--- src/gaussian_polar_sampler_assert.svh ---
// Assertion macros shared by the polar Gaussian sampler.
`ifndef GAUSSIAN_POLAR_SAMPLER_ASSERT_SVH
`define GAUSSIAN_POLAR_SAMPLER_ASSERT_SVH

// Same-cycle implication, off during reset.
`define GPS_ASSERT_NOW(label, clk_i, rst_n_i, ante, cons, msg) \
	label: assert property (@(posedge clk_i) disable iff (!rst_n_i) (ante) |-> (cons)) \
		else $error(msg);

// Next-cycle implication, off during reset.
`define GPS_ASSERT_NEXT(label, clk_i, rst_n_i, ante, cons, msg) \
	label: assert property (@(posedge clk_i) disable iff (!rst_n_i) (ante) |=> (cons)) \
		else $error(msg);

`endif

--- src/gps_pkg.sv ---
// Shared constants and width functions of the polar Gaussian sampler.
package gps_pkg;

	localparam int LOG_FRAC = 28;
	localparam int MANT_W = LOG_FRAC + 1;
	localparam int LN2_W = 30;
	localparam logic [LN2_W-1:0] TWO_LN2_Q29 = 30'd744261118;

	localparam int CFG_W = 32;
	localparam int CFG_ADDR_W = 2;
	localparam int MEAN_W = 32;
	localparam int SPREAD_W = 31;
	localparam logic [CFG_ADDR_W-1:0] CFG_MEAN = 2'd0;
	localparam logic [CFG_ADDR_W-1:0] CFG_SPREAD = 2'd1;
	localparam logic [SPREAD_W-1:0] SPREAD_RESET = 31'd65536;

	localparam int DEF_UNIFORM_WIDTH = 16;
	localparam int DEF_SAMPLE_WIDTH = 32;

	// bits that hold the exponent of w, up to twice the fraction width
	function automatic int p_width(input int uw);
		return $clog2(2 * (uw - 1) + 1);
	endfunction

	function automatic int nl2_width(input int uw);
		return LOG_FRAC + p_width(uw);
	endfunction

	function automatic int lq_width(input int uw);
		return nl2_width(uw) + 1;
	endfunction

	function automatic int root_width(input int uw);
		return (lq_width(uw) + 5) >> 1;
	endfunction

	function automatic int div_width(input int uw);
		return (2 * (uw - 1) > 31) ? 31 : 2 * (uw - 1);
	endfunction

	function automatic int tot_width(input int uw, input int sw);
		int a;
		a = root_width(uw) + 17;
		a = (a > MEAN_W) ? a : MEAN_W;
		a = a + 1;
		return (a > sw) ? a : sw;
	endfunction

endpackage

--- src/gps_sqrt.sv ---
// Pipelined integer square root, two lanes, one root bit a stage.
module gps_sqrt #(
	parameter int UNIFORM_WIDTH = gps_pkg::DEF_UNIFORM_WIDTH
) (
	input  logic clk,
	input  logic arst_n,
	input  logic en,
	input  logic valid,
	input  logic [1:0][2*gps_pkg::root_width(UNIFORM_WIDTH)-1:0] rad,
	input  logic [1:0] sign,
	output logic valid_out,
	output logic [1:0][gps_pkg::root_width(UNIFORM_WIDTH)-1:0] root,
	output logic [1:0] root_sign
);
	import gps_pkg::*;

	localparam int XW = root_width(UNIFORM_WIDTH);
	localparam int RW = 2 * XW;

	logic [1:0][RW-1:0] rem_s [XW];
	logic [1:0][RW-1:0] res_s [XW];
	logic [1:0] sgn_s [XW];
	logic [XW-1:0] vld_s;

	for (genvar i = 0; i < XW; i++) begin : g_step
		localparam logic [RW-1:0] BITV = RW'(1) << (2 * (XW - 1 - i));
		logic [1:0][RW-1:0] n_in, r_in, n_nx, r_nx;
		logic [1:0] s_in;
		logic v_in;

		if (i == 0) begin : g_first
			assign n_in = rad;
			assign r_in = '0;
			assign s_in = sign;
			assign v_in = valid;
		end else begin : g_next
			assign n_in = rem_s[i-1];
			assign r_in = res_s[i-1];
			assign s_in = sgn_s[i-1];
			assign v_in = vld_s[i-1];
		end

		always_comb begin
			logic [RW:0] trial;
			for (int l = 0; l < 2; l++) begin
				trial = (RW+1)'(r_in[l]) + (RW+1)'(BITV);
				if ((RW+1)'(n_in[l]) >= trial) begin
					n_nx[l] = n_in[l] - trial[RW-1:0];
					r_nx[l] = (r_in[l] >> 1) + BITV;
				end else begin
					n_nx[l] = n_in[l];
					r_nx[l] = r_in[l] >> 1;
				end
			end
		end

		always_ff @(posedge clk or negedge arst_n) begin
			if (!arst_n) vld_s[i] <= 1'b0;
			else if (en) vld_s[i] <= v_in;
		end

		always_ff @(posedge clk) begin
			if (en) begin
				rem_s[i] <= n_nx;
				res_s[i] <= r_nx;
				sgn_s[i] <= s_in;
			end
		end
	end

	assign valid_out = vld_s[XW-1];
	assign root[0] = res_s[XW-1][0][XW-1:0];
	assign root[1] = res_s[XW-1][1][XW-1:0];
	assign root_sign = sgn_s[XW-1];

endmodule

--- config.mk ---
export PLATFORM = sky130hd
export DESIGN_NAME = gps_sqrt
export DESIGN_NICKNAME = d
export VERILOG_FILES = /design/src/gaussian_polar_sampler_assert.svh /design/src/gps_pkg.sv /design/src/gps_sqrt.sv
export SDC_FILE = /design/constraint.sdc
export NUM_CORES = 2
export LEC_CHECK = 0
export BUFFER_PORTS_ARGS = -buffer_cell sky130_fd_sc_hd__buf_4
export CAP_MARGIN = 20
export CORE_AREA = 2 2 494 496
export CTS_CLUSTER_SIZE = 8
export DETAILED_ROUTE_END_ITERATION = 8
export DIE_AREA = 0 0 496 498
export PLACE_DENSITY_LB_ADDON = 0.05
export RECOVER_POWER = 100
export SLEW_MARGIN = 20
export SYNTH_ARGS = -nofsm -noshare
export SYNTH_HDL_FRONTEND = slang
export SYNTH_SLANG_ARGS = --single-unit
export TNS_END_PERCENT = 1
--- constraint.sdc ---
create_clock -name clk -period 3.1 [get_ports clk]
set_input_delay 0.62 -clock clk [delete_from_list [all_inputs] [get_ports clk]]
set_output_delay 0.62 -clock clk [all_outputs]
set_load 0.01 [all_outputs]
==> out/summary.txt <==
result of the run: finished with violations
failing checks: capacitance limit, slew limit
I/O Pins: 123
Comb pwr share: 16.3%
r2r startpoint: rem_s[15][31]
Max Clk Rate: 323 MHz
register bit total from synthesis: 1805
GRT Total Usage: 15.5%
Final Non-Filler Cells: 10548
Tcrit/Tclk final: 99.7%
routability congestion estimate: 0.860
Routed Antenna Nets: 0
Worst Skew: 0.0622 ns
worst slack, placed: -0.253 ns
largest net degree at the start of global routing: 93
Most common cell on crit path: or3_4
Net Sw Frac: 26.0%
CTS tree: built
static leakage: 38.1 nW
slowest stage cell, crit path: or4_1
Cell variety after synth: 96
Gate Count Post-Synth: 6431
Synth Warn #: 0
Vias: 51202
fraction of synthesis flops using an asynchronous set or reset pin: 1.05%
max-cap viol count: 1
RR Endpoint: rem_s[16][26]
DRC: 0
clk slew on worst S/H paths: 0.05 ns
Worst Hold Class: reg -> reg
Slew HR: -80.7%
DR pass1 iterations: 5
drt total wl: 191000 um
port bufs: 122
Mapped Nets: 6923
internal power: 51.7 mW
Slew Limit Fails: 54
Post-synth EDFFs: 1786
startpoint types: flop
clock buffer depth: 4
final count of hold timing violations: 0
Req. time, crit path: 3.72 ns
RSZ-0062 raised after global routing: true
later-pin clock latency in the skew report: 0.90 ns
CP Capture Type: flop
worst-margin pin slew: 2.71 ns
CP Max Fanout: 6
max incr delay on CP: 0.57 ns
total CTS buffers: 277
core footprint: 242000 um^2
sequential fraction of the synthesis area: 64.3%
1st-iter DRT viols: 2474
HP Start: sgn_s[10][0]
Final Critical Period: 3.09 ns
Die Width: 496 um
power share of the clock group: 36.8%
# fillers: 22514
initial antenna violation count: 1
ratio of cells with drive above 1 in the final layout: 13.8%
worst reg2reg path depth: 9
vias in the first global route: 53610
CP Cell Sequence: or4_1 -> or3_4 -> or3_4 -> or3_1 -> a31o_1 -> nand4_1 -> buf_4 -> nor2_1 -> xor2_1
Reg power frac: 46.9%
Initial Util: 34.8%
grt ovf: 0
first-pass GRT wire length: 301000 um
# rows: 181
Chip Height: 498 um
Syn-to-layout area delta: 19.6%
Worst Hold Path EP: sgn_s[11][0]
DP Cell Count: 10151
detailed placement HPWL: 144000 um
ys flop type: edfxtp_1
Post-Syn Area: 84100 um^2
pwr/cell area: 695 nW/um^2
H-tree depth: 5
Syn Area/Cell: 13.1 um^2
TNS Setup: 0 ns
Hold Path Stages: 0
Clock Tree Root: clkbuf_16
setup ws final: 0.00794 ns
vias per cell: 4.85
clk sinks: 1805
worst reg2reg setup slack: 0.008 ns
Sw Pwr: 18.2 mW
die area: 247000 um^2
CP Class: reg -> reg
final net count: 7804
Arr. time, crit path: 3.71 ns
wire per inst: 18.1 um
endpoints failing setup: 0
Peak VDD IR: 0.000412 V
[power by group through the flow]
stage / Sequential (mW) / Combinational [mW] / Clock (mW)
after global routing: 33.1 / 12.9 / 27.8
after detailed placement: 33.3 / 11.4 / 0
final: 32.8 / 11.4 / 25.7
after floorplan: 32.2 / 7.50 / 0
after global placement: 33.2 / 11.4 / 0
after CTS: 32.8 / 11.6 / 26.8
[state kept, by name, summed over array words and instances, names as in the netlist]
register / cells
rem_s: 1368
valid_out: 1
res_s: 380
sgn_s: 38
g_step.v_in: 18
[worst max-delay path by stage]
| stage | end | from | depth (start not counted) |
|---|---|---|---|
| floorplan | rem_s[15][58] | rem_s[14][69] | 7 |
| global placement | rem_s[16][46] | rem_s[15][45] | 10 |
| detailed placement | rem_s[16][46] | rem_s[15][45] | 10 |
| CTS | rem_s[15][58] | rem_s[14][69] | 8 |
| global route | rem_s[17][47] | res_s[16][52] | 12 |
| finish | rem_s[16][26] | rem_s[15][31] | 9 |
[worst max-delay path: cells and delay by family (launching register included)]
kind            cells  cell delay, ns
compound gates      1            0.28
xor+xnor            1            0.13
buf+inv             1            0.15
flops               1            0.38
simple gates        6            1.90
[cell usage in the layout (no fill, tap or decap), types with 114 or more instances in the layout]
cell type	n
a21oi_1	294
buf_4	319
clkbuf_1	114
clkbuf_16	280
clkbuf_4	121
edfxtp_1	1786
ha_1	405
inv_1	522
nand2_1	419
nor2_1	363
nor3_1	193
nor4_1	181
o21ai_0	331
xnor2_1	276
xor2_1	267
[metal layers]
layer / vias up / wire length (um) / global-route usage, %
met5: - / 0 / 0
met4: 0 / 8130 / 6.58
met3: 403 / 6320 / 2.57
met2: 851 / 96500 / 27.6
met1: 24195 / 80200 / 18.3
li1: 25753 / - / -
[timing repair]
action                                  in CTS  in global routing
gates cloned                                 0                  0
gates resized for setup                     16                111
buffers inserted                             0                  2
hold buffers                                82                  0
pin swaps                                    0                  8
hold endpoints to repair                   100                  0
endpoints found under the setup margin      77                286
[cell usage after synthesis (17+ instances only)]
master	count	area, um^2
inv_1	521	1960
a21boi_0	21	158
nand4_1	85	532
ha_1	410	5130
edfxtp_1	1786	53600
a21oi_1	298	1490
clkbuf_1	65	244
nand3b_1	29	218
nor2_1	365	1370
nor2b_1	49	307
and2_1	25	156
o31ai_1	52	390
dfrtp_1	19	475
nor4_1	194	1210
or3_1	63	394
nor3b_1	24	180
o21ai_0	340	1700
o211ai_1	27	203
and3_1	24	150
nand2_1	420	1580
o21a_1	93	698
a211oi_1	30	225
mux2_2	68	766
xor2_1	267	2340
or2_2	26	163
nand3_1	103	515
a21o_1	105	788
a31oi_1	17	106
xnor2_1	276	2420
and4_1	18	158
o21bai_1	21	158
nand2b_1	81	507
nor3_1	199	996
nand4b_1	19	166
or4_1	40	300
nor4b_1	22	193
[cell families after synthesis]
kind of cell | synth area share [%]
adders and majority gates | 6.10
buffers and inverters | 2.83
xor gates and xnor gates | 5.68
muxes | 1.17
DFF | 64.3
AOI/OAI and AO/OA | 8.52
and+or+nand+nor | 11.4
[final cells by class]
class / instances / area, um^2 / area share, %
multi-input combinational: 4012 / 28100 / 27.9
timing repair buffer: 692 / 5190 / 5.16
clock buffer: 296 / 7070 / 7.03
inverter: 524 / 1970 / 1.96
tap: 3202 / 4010 / 3.98
antenna: 2 / 5.00 / 0.00498
sequential: 1805 / 54100 / 53.8
clock inverter: 15 / 134 / 0.133
[metrics by stage]
step	hold slack, ns	area, um^2	utilization, %	power (mW)
after CTS	0.0664	101000	41.7	71.2
after floorplan	0.324	84100	-	39.7
after global routing	0.371	101000	41.6	73.7
after global placement	0.402	92800	38.4	44.6
final	0.415	101000	41.6	69.9
after detailed placement	0.405	92800	38.4	44.7
Power figures use the tool's default switching activity.
