File: config.mk
export PLATFORM = sky130hd
export DESIGN_NAME = gps_front
export DESIGN_NICKNAME = d
export VERILOG_FILES = /design/src/gaussian_polar_sampler_assert.svh /design/src/gps_pkg.sv /design/src/gps_front.sv
export SDC_FILE = /design/constraint.sdc
export NUM_CORES = 1
export LEC_CHECK = 0
export ABC_AREA = 1
export BUFFER_PORTS_ARGS = -buffer_cell sky130_fd_sc_hd__buf_2
export CAP_MARGIN = 20
export CORE_MARGIN = 4
export CORE_UTILIZATION = 50
export DETAILED_ROUTE_END_ITERATION = 10
export GPL_TIMING_DRIVEN = 0
export PLACE_DENSITY = 0.76
export SETUP_SLACK_MARGIN = 0.05
export SLEW_MARGIN = 20
export SYNTH_ARGS = -nofsm -noshare
export SYNTH_HDL_FRONTEND = slang
export SYNTH_SLANG_ARGS = --single-unit
File: constraint.sdc
create_clock -name clk -period 5.88 [get_ports clk]
set_input_delay 1.176 -clock clk [delete_from_list [all_inputs] [get_ports clk]]
set_output_delay 1.176 -clock clk [all_outputs]
set_load 0.02 [all_outputs]
File: src/gaussian_polar_sampler_assert.svh
// Assertion macros shared by the polar Gaussian sampler.
`ifndef GAUSSIAN_POLAR_SAMPLER_ASSERT_SVH
`define GAUSSIAN_POLAR_SAMPLER_ASSERT_SVH

// Same-cycle implication, off during reset.
`define GPS_ASSERT_NOW(label, clk_i, rst_n_i, ante, cons, msg) \
	label: assert property (@(posedge clk_i) disable iff (!rst_n_i) (ante) |-> (cons)) \
		else $error(msg);

// Next-cycle implication, off during reset.
`define GPS_ASSERT_NEXT(label, clk_i, rst_n_i, ante, cons, msg) \
	label: assert property (@(posedge clk_i) disable iff (!rst_n_i) (ante) |=> (cons)) \
		else $error(msg);

`endif

File: src/gps_pkg.sv
// Shared constants and width functions of the polar Gaussian sampler.
package gps_pkg;

	localparam int LOG_FRAC = 28;
	localparam int MANT_W = LOG_FRAC + 1;
	localparam int LN2_W = 30;
	localparam logic [LN2_W-1:0] TWO_LN2_Q29 = 30'd744261118;

	localparam int CFG_W = 32;
	localparam int CFG_ADDR_W = 2;
	localparam int MEAN_W = 32;
	localparam int SPREAD_W = 31;
	localparam logic [CFG_ADDR_W-1:0] CFG_MEAN = 2'd0;
	localparam logic [CFG_ADDR_W-1:0] CFG_SPREAD = 2'd1;
	localparam logic [SPREAD_W-1:0] SPREAD_RESET = 31'd65536;

	localparam int DEF_UNIFORM_WIDTH = 16;
	localparam int DEF_SAMPLE_WIDTH = 32;

	// bits that hold the exponent of w, up to twice the fraction width
	function automatic int p_width(input int uw);
		return $clog2(2 * (uw - 1) + 1);
	endfunction

	function automatic int nl2_width(input int uw);
		return LOG_FRAC + p_width(uw);
	endfunction

	function automatic int lq_width(input int uw);
		return nl2_width(uw) + 1;
	endfunction

	function automatic int root_width(input int uw);
		return (lq_width(uw) + 5) >> 1;
	endfunction

	function automatic int div_width(input int uw);
		return (2 * (uw - 1) > 31) ? 31 : 2 * (uw - 1);
	endfunction

	function automatic int tot_width(input int uw, input int sw);
		int a;
		a = root_width(uw) + 17;
		a = (a > MEAN_W) ? a : MEAN_W;
		a = a + 1;
		return (a > sw) ? a : sw;
	endfunction

endpackage

File: src/gps_front.sv
// Front pipeline: magnitudes, squares, rejection, exponent search, normalize.
module gps_front #(
	parameter int UNIFORM_WIDTH = gps_pkg::DEF_UNIFORM_WIDTH
) (
	input  logic clk,
	input  logic arst_n,
	input  logic en,
	input  logic valid,
	input  logic [UNIFORM_WIDTH-1:0] ua,
	input  logic [UNIFORM_WIDTH-1:0] ub,
	output logic valid_s6,
	output logic [gps_pkg::MANT_W-1:0] mant_s6,
	output logic [gps_pkg::p_width(UNIFORM_WIDTH)-1:0] p_s6,
	output logic [gps_pkg::div_width(UNIFORM_WIDTH)-1:0] na_s6,
	output logic [gps_pkg::div_width(UNIFORM_WIDTH)-1:0] nb_s6,
	output logic [gps_pkg::div_width(UNIFORM_WIDTH)-1:0] d_s6,
	output logic sign_a_s6,
	output logic sign_b_s6
);
	import gps_pkg::*;

	localparam int F = UNIFORM_WIDTH - 1;
	localparam int W2 = 2 * F;
	localparam int MW = UNIFORM_WIDTH;
	localparam int PW = p_width(UNIFORM_WIDTH);
	localparam int DW = div_width(UNIFORM_WIDTH);
	localparam int GN = (W2 + 7) / 8;
	localparam int GPW = GN * 8;
	localparam int WIDE_W = W2 + LOG_FRAC;

	logic valid_s1, valid_s2, valid_s3, valid_s4, valid_s5;
	logic [MW-1:0] mag_a_s1, mag_b_s1;
	logic sign_a_s1, sign_b_s1, sign_a_s2, sign_b_s2, sign_a_s3, sign_b_s3;
	logic sign_a_s4, sign_b_s4, sign_a_s5, sign_b_s5;
	logic [2*MW-1:0] sq_a_s2, sq_b_s2;
	logic [W2-1:0] w_s3, sq_a_s3, sq_b_s3, w_s4, sq_a_s4, sq_b_s4, w_s5, sq_a_s5, sq_b_s5;
	logic [GN-1:0] nz_s4;
	logic [2:0] li_s4 [GN];
	logic [PW-1:0] p_s5;

	logic [MW-1:0] ext_a, ext_b, mag_a_c, mag_b_c;
	logic [2*MW:0] wsum_c;
	logic ok_c;
	logic [GPW-1:0] wpad_c;
	logic [GN-1:0] nz_c;
	logic [2:0] li_c [GN];
	logic [PW-1:0] p_c;
	logic [WIDE_W-1:0] wide_c;
	logic [PW-1:0] k_c;

	assign ext_a = ua;
	assign ext_b = ub;
	assign mag_a_c = ua[UNIFORM_WIDTH-1] ? MW'(-ext_a) : ext_a;
	assign mag_b_c = ub[UNIFORM_WIDTH-1] ? MW'(-ext_b) : ext_b;

	assign wsum_c = (2*MW+1)'(sq_a_s2) + (2*MW+1)'(sq_b_s2);
	// drop the zero pair and anything on or outside the unit circle
	assign ok_c = (wsum_c != '0) && (wsum_c[2*MW:W2] == '0);

	assign wpad_c = GPW'(w_s3);

	always_comb begin
		for (int g = 0; g < GN; g++) begin
			nz_c[g] = |wpad_c[g*8 +: 8];
			li_c[g] = 3'd0;
			for (int b = 0; b < 8; b++) begin
				if (wpad_c[g*8+b]) li_c[g] = 3'(b);
			end
		end
	end

	always_comb begin
		p_c = '0;
		for (int g = 0; g < GN; g++) begin
			if (nz_s4[g]) p_c = PW'(g * 8 + int'(li_s4[g]));
		end
	end

	assign wide_c = {w_s5, {LOG_FRAC{1'b0}}} >> p_s5;
	assign k_c = (int'(p_s5) > 30) ? PW'(int'(p_s5) - 30) : '0;

	always_ff @(posedge clk or negedge arst_n) begin
		if (!arst_n) begin
			valid_s1 <= 1'b0;
			valid_s2 <= 1'b0;
			valid_s3 <= 1'b0;
			valid_s4 <= 1'b0;
			valid_s5 <= 1'b0;
			valid_s6 <= 1'b0;
		end else if (en) begin
			valid_s1 <= valid;
			valid_s2 <= valid_s1;
			valid_s3 <= valid_s2 && ok_c;
			valid_s4 <= valid_s3;
			valid_s5 <= valid_s4;
			valid_s6 <= valid_s5;
		end
	end

	always_ff @(posedge clk) begin
		if (en) begin
			mag_a_s1 <= mag_a_c;
			mag_b_s1 <= mag_b_c;
			sign_a_s1 <= ua[UNIFORM_WIDTH-1];
			sign_b_s1 <= ub[UNIFORM_WIDTH-1];

			sq_a_s2 <= (2*MW)'(mag_a_s1) * (2*MW)'(mag_a_s1);
			sq_b_s2 <= (2*MW)'(mag_b_s1) * (2*MW)'(mag_b_s1);
			sign_a_s2 <= sign_a_s1;
			sign_b_s2 <= sign_b_s1;

			w_s3 <= wsum_c[W2-1:0];
			sq_a_s3 <= sq_a_s2[W2-1:0];
			sq_b_s3 <= sq_b_s2[W2-1:0];
			sign_a_s3 <= sign_a_s2;
			sign_b_s3 <= sign_b_s2;

			nz_s4 <= nz_c;
			li_s4 <= li_c;
			w_s4 <= w_s3;
			sq_a_s4 <= sq_a_s3;
			sq_b_s4 <= sq_b_s3;
			sign_a_s4 <= sign_a_s3;
			sign_b_s4 <= sign_b_s3;

			p_s5 <= p_c;
			w_s5 <= w_s4;
			sq_a_s5 <= sq_a_s4;
			sq_b_s5 <= sq_b_s4;
			sign_a_s5 <= sign_a_s4;
			sign_b_s5 <= sign_b_s4;

			mant_s6 <= wide_c[MANT_W-1:0];
			p_s6 <= p_s5;
			d_s6 <= DW'(w_s5 >> k_c);
			na_s6 <= DW'(sq_a_s5 >> k_c);
			nb_s6 <= DW'(sq_b_s5 >> k_c);
			sign_a_s6 <= sign_a_s5;
			sign_b_s6 <= sign_b_s5;
		end
	end

endmodule

==> impl_metrics.py, run 1 <==
metrics = {
    "global_route": {
        "grt_pass1_wl_um": 150900,
        "track_usage_pct": 23.43,
        "grt_start_max_net_pins": 109,
        "grt_pass1_vias": 28272,
        "overflow": 0,
        "antenna_found_initial": 2,
    },
    "synth": {
        "ys_types": 57,
        "synth_fp_nets": 4707,
        "yosysMostFrequentCell": "nand2_1",
        "synth_area_leaders": "edfxtp_1 40%, fa_1 17%, nand2_1 9.3%",
        "yosys-top-cells-count": "960 x nand2_1, 836 x inv_1, 515 x edfxtp_1, 325 x fa_1, 239 x ha_1",
        "ys_seq_area_share_pct": 40.34,
        "netlist_area_mm2": 0.03870,
        "ys_ff_latch": 521,
        "synth_ff_type": "edfxtp_1",
        "yosysWarningCount": 0,
        "synth_top_area_share_pct": 39.96,
        "synth_top_area_cell": "edfxtp_1",
        "async_reset_ff_share_pct": 1.152,
        "netlist_instances": 4107,
        "syn_avg_cell_area_um2": 9.424,
        "synth_enable_flop_cells": 515,
    },
    "sta": {
        "rsz0062_at_grt": "yes",
        "fmax_mhz": 172.7,
        "fin_crit_sh_pct": 98.50,
        "hold_viol": 0,
        "worst_slew_pin_slew_ps": 682.6,
        "setup_violations": 0,
        "slew_viol_final": 0,
        "maxSlewHeadroom_pct": 54.49,
        "final.setup_skew_ps": 24.10,
        "hold_ws_ps": 361.7,
        "fin_crit_ps": 5792,
    },
    "worst_setup_path": {
        "r2r_end": "sq_a_s2[25]",
        "cpPeakStageDelay_ps": 530,
        "worstPathArrival_ps": 6150,
        "regToRegStartpoint": "mag_a_s1[3]",
        "critPathTopFamily": "adder cells",
        "reg2reg_depth": 24,
        "path_cells": "buf_4 > nand2_2 > inv_1 > fa_1 > inv_1 > fa_1 > inv_1 > fa_1 > inv_1 > fa_1 > inv_1 > fa_1 > inv_1 > fa_1 > inv_1 > ha_4 > a21oi_2 > inv_1 > o21ai_1 > nand2_1 > a21oi_2 > o21bai_1 > a21oi_1 > xnor2_1",
        "worst-path-buf-inv": 9,
        "end_kind": "register",
        "r2r_slack_ps": 90,
        "cpMostUsedCell": "inv_1",
        "worstPathMaxFanout": 5,
        "critPathRequiredTime_ps": 6240,
        "path_class": "reg2reg",
        "cp_slowest_cell": "fa_1",
        "start_kind": "register",
    },
    "clocking": {
        "clock_path_buffers": 3,
        "clock_latency_ps": 630,
        "cts_hold_buf": 0,
        "root_buffer": "clkbuf_16",
        "cts_made_buffers": 55,
        "tritoncts": "done",
        "cts_sinks": 521,
        "clkTransAtPathRegs_ps": 60,
        "cts.htree.levels": 2,
    },
    "final_layout": {
        "finalNetCount": 4971,
        "fill_cells": 6439,
        "fin_cells": 5447,
        "utilization_pct": 57.57,
        "syn2layout_area_growth_pct": 13.53,
        "drive_gt1_share_pct": 12.23,
    },
    "detailed_routing": {
        "dr_total_vias": 28311,
        "final_antenna_net_count": 0,
        "drcViolationCount": 0,
        "drt_iter0_drc": 2193,
        "wl_per_cell_um": 17.79,
        "dr.pass1.iters": 6,
        "viasPerCell": 5.198,
        "wirelength_um": 96880,
    },
    "floorplan": {
        "die_area_mm2": 0.08192,
        "row_count": 101,
        "ios": 163,
        "die_w_um": 286.2,
        "core_mm2": 0.07633,
        "start_util_pct": 50.71,
        "die_y_um": 286.2,
    },
    "run_status": {
        "status": "finished, final reports clean",
    },
    "run": {
        "maxCapViolCount": 0,
    },
    "placement": {
        "portBuffers": 162,
        "dp_cells": 5304,
        "globalplace.congestion": 0.9615,
        "dp_hpwl_um": 76510,
    },
    "hold_path": {
        "hold_path.class": "in2async",
    },
}
[sequential cells by signal, indices dropped and copies added, names as in the netlist, 5 cells and up]
signal / cells
w_s5: 30
mag_b_s1: 16
sq_a_s4: 29
sq_a_s5: 29
sq_b_s2: 31
w_s3: 30
sq_a_s3: 29
nb_s6: 30
sq_b_s3: 29
sq_a_s2: 31
mag_a_s1: 16
sq_b_s4: 29
p_s6: 5
p_s5: 5
li_s4: 12
mant_s6: 29
sq_b_s5: 29
w_s4: 30
na_s6: 30
d_s6: 30
[cell usage in the layout, fill, tap and decap left out, drive strengths merged, types with 6 or more instances in the layout]
cell type	Yosys	routed
nand3	111	111
clkbuf	91	114
ha	239	239
xor2	74	74
o22ai	10	10
nor2	229	229
edfxtp	515	515
nand4	21	21
xnor2	33	33
or2	16	16
mux2i	37	37
fa	325	325
a21oi	114	114
a21o	8	8
o211ai	14	14
o221ai	7	7
nor4	8	8
o21bai	9	9
dfrtp	6	6
o21a	10	10
clkinv	2	18
nor3	27	27
a31oi	19	19
nand2	964	964
buf	53	301
o21ai	291	291
inv	841	852
a22oi	7	7
bufinv	0	6
[how the worst max path moves through the flow]
stage,cells past startpoint,endpoint,from
after global placement,7,valid_s3,en
after CTS,21,sq_a_s2[25],mag_a_s1[11]
final,24,sq_a_s2[25],mag_a_s1[3]
after detailed placement,22,sq_a_s2[27],mag_a_s1[11]
after floorplan,24,sq_a_s2[27],mag_a_s1[8]
after global routing,24,sq_a_s2[25],mag_a_s1[9]
[final cells by class]
type	instances	area [um2]	area share [%]
multi-input combinational	2599	19730	44.91
sequential	521	15620	35.54
clock inverter	38	435.4	0.9909
timing repair buffer	224	1405	3.198
inverter	843	3167	7.207
clock buffer	64	1431	3.257
buffer	127	862.1	1.962
tap	1030	1289	2.933
antenna	1	2.502	0.005695
[timing repair]
action	4_1_cts	5_1_grt
resized for setup	98	161
setup endpoints to repair	39	31
pin swaps	1	34
gates cloned	0	0
endpoints found under the hold margin	0	0
buffers inserted	32	25
[per-layer routing]
layer  GRT usage, %  share of wire, %  vias up
met4          7.314               3.3        2
met2          41.34                49     1056
met5              0             0.013        -
met3          3.860               6.8      212
li1               -                 -    13606
met1          29.70                40    13435
[through the flow]
stage | TNS, ps | cell area, um2 | worst slack [ps]
after floorplan | 0 | 38700 | 217.2
after global placement | -2015480 | 40800 | -6291
after detailed placement | -18040 | 40950 | -928.5
after CTS | 0 | 43260 | 56.33
after global routing | -169.8 | 43940 | -69.75
final | 0 | 43940 | 88.30
[cells by family after synthesis]
kind of cell             count (synthesis)  synth area share [%]
AO/OA/AOI/OAI                          507                 7.280
XOR/XNOR                               107                 2.421
adder cells (fa/ha/maj)                564                 24.54
buffers and inverters                  987                 10.02
flip-flops                             521                 40.34
multiplexers                            37                0.9569
AND/OR/NAND/NOR                       1384                 14.44
Power of run 1 is not shown: default switching activity piles up to over one toggle a cycle in this logic, so the estimate is an artifact.
==> run 2, diff against run 1 <==
--- a/config.mk
+++ b/config.mk
@@ -8,11 +8,13 @@
 export ABC_AREA = 1
 export BUFFER_PORTS_ARGS = -buffer_cell sky130_fd_sc_hd__buf_2
 export CAP_MARGIN = 20
+export CELL_PAD_IN_SITES_DETAIL_PLACEMENT = 1
+export CELL_PAD_IN_SITES_GLOBAL_PLACEMENT = 1
 export CORE_MARGIN = 4
-export CORE_UTILIZATION = 50
+export CORE_UTILIZATION = 45
 export DETAILED_ROUTE_END_ITERATION = 10
 export GPL_TIMING_DRIVEN = 0
-export PLACE_DENSITY = 0.76
+export PLACE_DENSITY = 0.85
 export SETUP_SLACK_MARGIN = 0.05
 export SLEW_MARGIN = 20
 export SYNTH_ARGS = -nofsm -noshare
==> impl_metrics.py, run 2 (synthesis gave the netlist of run 1 again) <==
metrics = {
    "run": {
        "maxCapViolCount": 0,
    },
    "clocking": {
        "root_buffer": "clkbuf_16",
        "cts_hold_buf": 0,
        "cts.htree.levels": 2,
        "tritoncts": "done",
        "clock_path_buffers": 3,
        "cts_sinks": 521,
        "cts_made_buffers": 56,
        "clock_latency_ps": 650,
        "clkTransAtPathRegs_ps": 60,
    },
    "sta": {
        "rsz0062_at_grt": "yes",
        "fin_ws_ps": -357.1,
        "final.setup_skew_ps": 39.40,
        "setup_violations": 16,
        "maxSlewHeadroom_pct": 53.83,
        "hold_viol": 0,
        "fin_crit_ps": 6237,
        "finalSetupTns_ps": -3396,
        "fin_crit_sh_pct": 106.1,
        "worst_slew_pin_slew_ps": 692.5,
        "fmax_mhz": 160.3,
        "slew_viol_final": 0,
    },
    "placement": {
        "dp_cells": 5418,
        "pre_cts_slack_ps": -1359,
        "dp_hpwl_um": 95470,
        "portBuffers": 162,
        "globalplace.congestion": 0.9233,
    },
    "final_layout": {
        "final_cell_mix": "915 x nand2_1, 810 x inv_1, 515 x edfxtp_1",
        "final_common_cell": "nand2_1",
        "finalNetCount": 5009,
        "largest_registers": "sq_a_s2 x31, sq_b_s2 x31",
        "fin_cells": 5600,
        "drive_gt1_share_pct": 14.32,
        "syn2layout_area_growth_pct": 15.55,
    },
    "worst_setup_path": {
        "cpPeakStageDelay_ps": 610,
        "cp_slowest_cell": "fa_1",
        "worstPathArrival_ps": 6590,
        "worstPathMaxFanout": 10,
        "cpMostUsedCell": "fa_1",
        "worst-path-buf-inv": 9,
        "reg2reg_depth": 22,
        "start_kind": "register",
        "path_class": "reg2reg",
        "cp.depth": 22,
        "end_kind": "register",
        "path_cells": "clkbuf_4 > inv_1 > fa_1 > inv_1 > fa_1 > inv_1 > fa_1 > inv_1 > fa_1 > fa_1 > inv_2 > fa_1 > inv_2 > ha_4 > a21oi_2 > inv_1 > a21oi_2 > o21ai_2 > buf_4 > nand4_1 > nand2_1 > xor2_1",
        "critPathRequiredTime_ps": 6240,
        "critPathTopFamily": "adder cells",
    },
    "global_route": {
        "grt_pass1_wl_um": 187400,
        "track_usage_pct": 26.62,
        "grt_start_max_net_pins": 108,
        "grt_pass1_vias": 33392,
        "overflow": 0,
        "antenna_found_initial": 2,
    },
    "floorplan": {
        "die_y_um": 301.3,
        "die_area_mm2": 0.09077,
        "row_count": 107,
        "die_w_um": 301.3,
        "start_util_pct": 45.39,
        "ios": 163,
        "core_mm2": 0.08528,
    },
    "detailed_routing": {
        "drcViolationCount": 2,
        "wirelength_um": 130100,
        "dr.pass1.iters": 8,
        "drt_iter0_drc": 2123,
        "wl_per_cell_um": 23.23,
        "dr_total_vias": 30905,
        "final_antenna_net_count": 0,
        "viasPerCell": 5.519,
    },
    "run_status": {
        "status": "finished with violations",
        "violations": "design-rule violations, negative setup slack",
    },
    "hold_path": {
        "hold_path.class": "in2async",
    },
}
[run 2: worst paths after layout]
check / startpoint / to / slack (ps)
setup / recovery: mag_a_s1[7] / sq_a_s2[31] / -360
hold / removal: arst_n / valid_s6 / 350
setup reg to reg: mag_a_s1[7] / sq_a_s2[31] / -360
hold reg to reg: sq_b_s3[18] / sq_b_s4[18] / 420
max in group asynchronous: arst_n / valid_s4 / 5380
min in group clk: sq_b_s3[18] / sq_b_s4[18] / 420
[run 2: layer usage]
| metal | wire length [um] | track usage (%) |
|---|---|---|
| met3 | 7023 | 3.571 |
| met1 | 48450 | 30.56 |
| met5 | 21 | 0 |
| met2 | 66540 | 48.64 |
| met4 | 8055 | 13.24 |
[run 2: cell type report]
| type | instances | area (um2) |
|---|---|---|
| Fill cell | 9610 | 40560 |
| Clock inverter | 39 | 370.4 |
| Timing Repair Buffer | 262 | 1727 |
| Inverter | 843 | 3172 |
| Clock buffer | 65 | 1456 |
| Tap cell | 1144 | 1431 |
| Multi-Input combinational cell | 2599 | 20040 |
| Antenna cell | 1 | 2.502 |
| Sequential cell | 521 | 15620 |
| Buffer | 126 | 908.4 |
[run 2: through the flow]
stage | hold slack, ps | cell area [um2] | utilization [%]
final | 346.4 | 44720 | 52.44
after global routing | 332.4 | 44720 | 52.44
after CTS | 309.3 | 43710 | 51.26
after detailed placement | 405.2 | 41090 | 48.19
after global placement | 400.0 | 40950 | 48.01
after floorplan | 400.3 | 38700 | -
[run 2: what timing repair did]
action,4_1_cts,5_1_grt
pin swaps,14,78
setup endpoints to repair,44,34
buffers inserted,44,51
gates resized for setup,155,201
Power of run 2 is left out for the same reason.
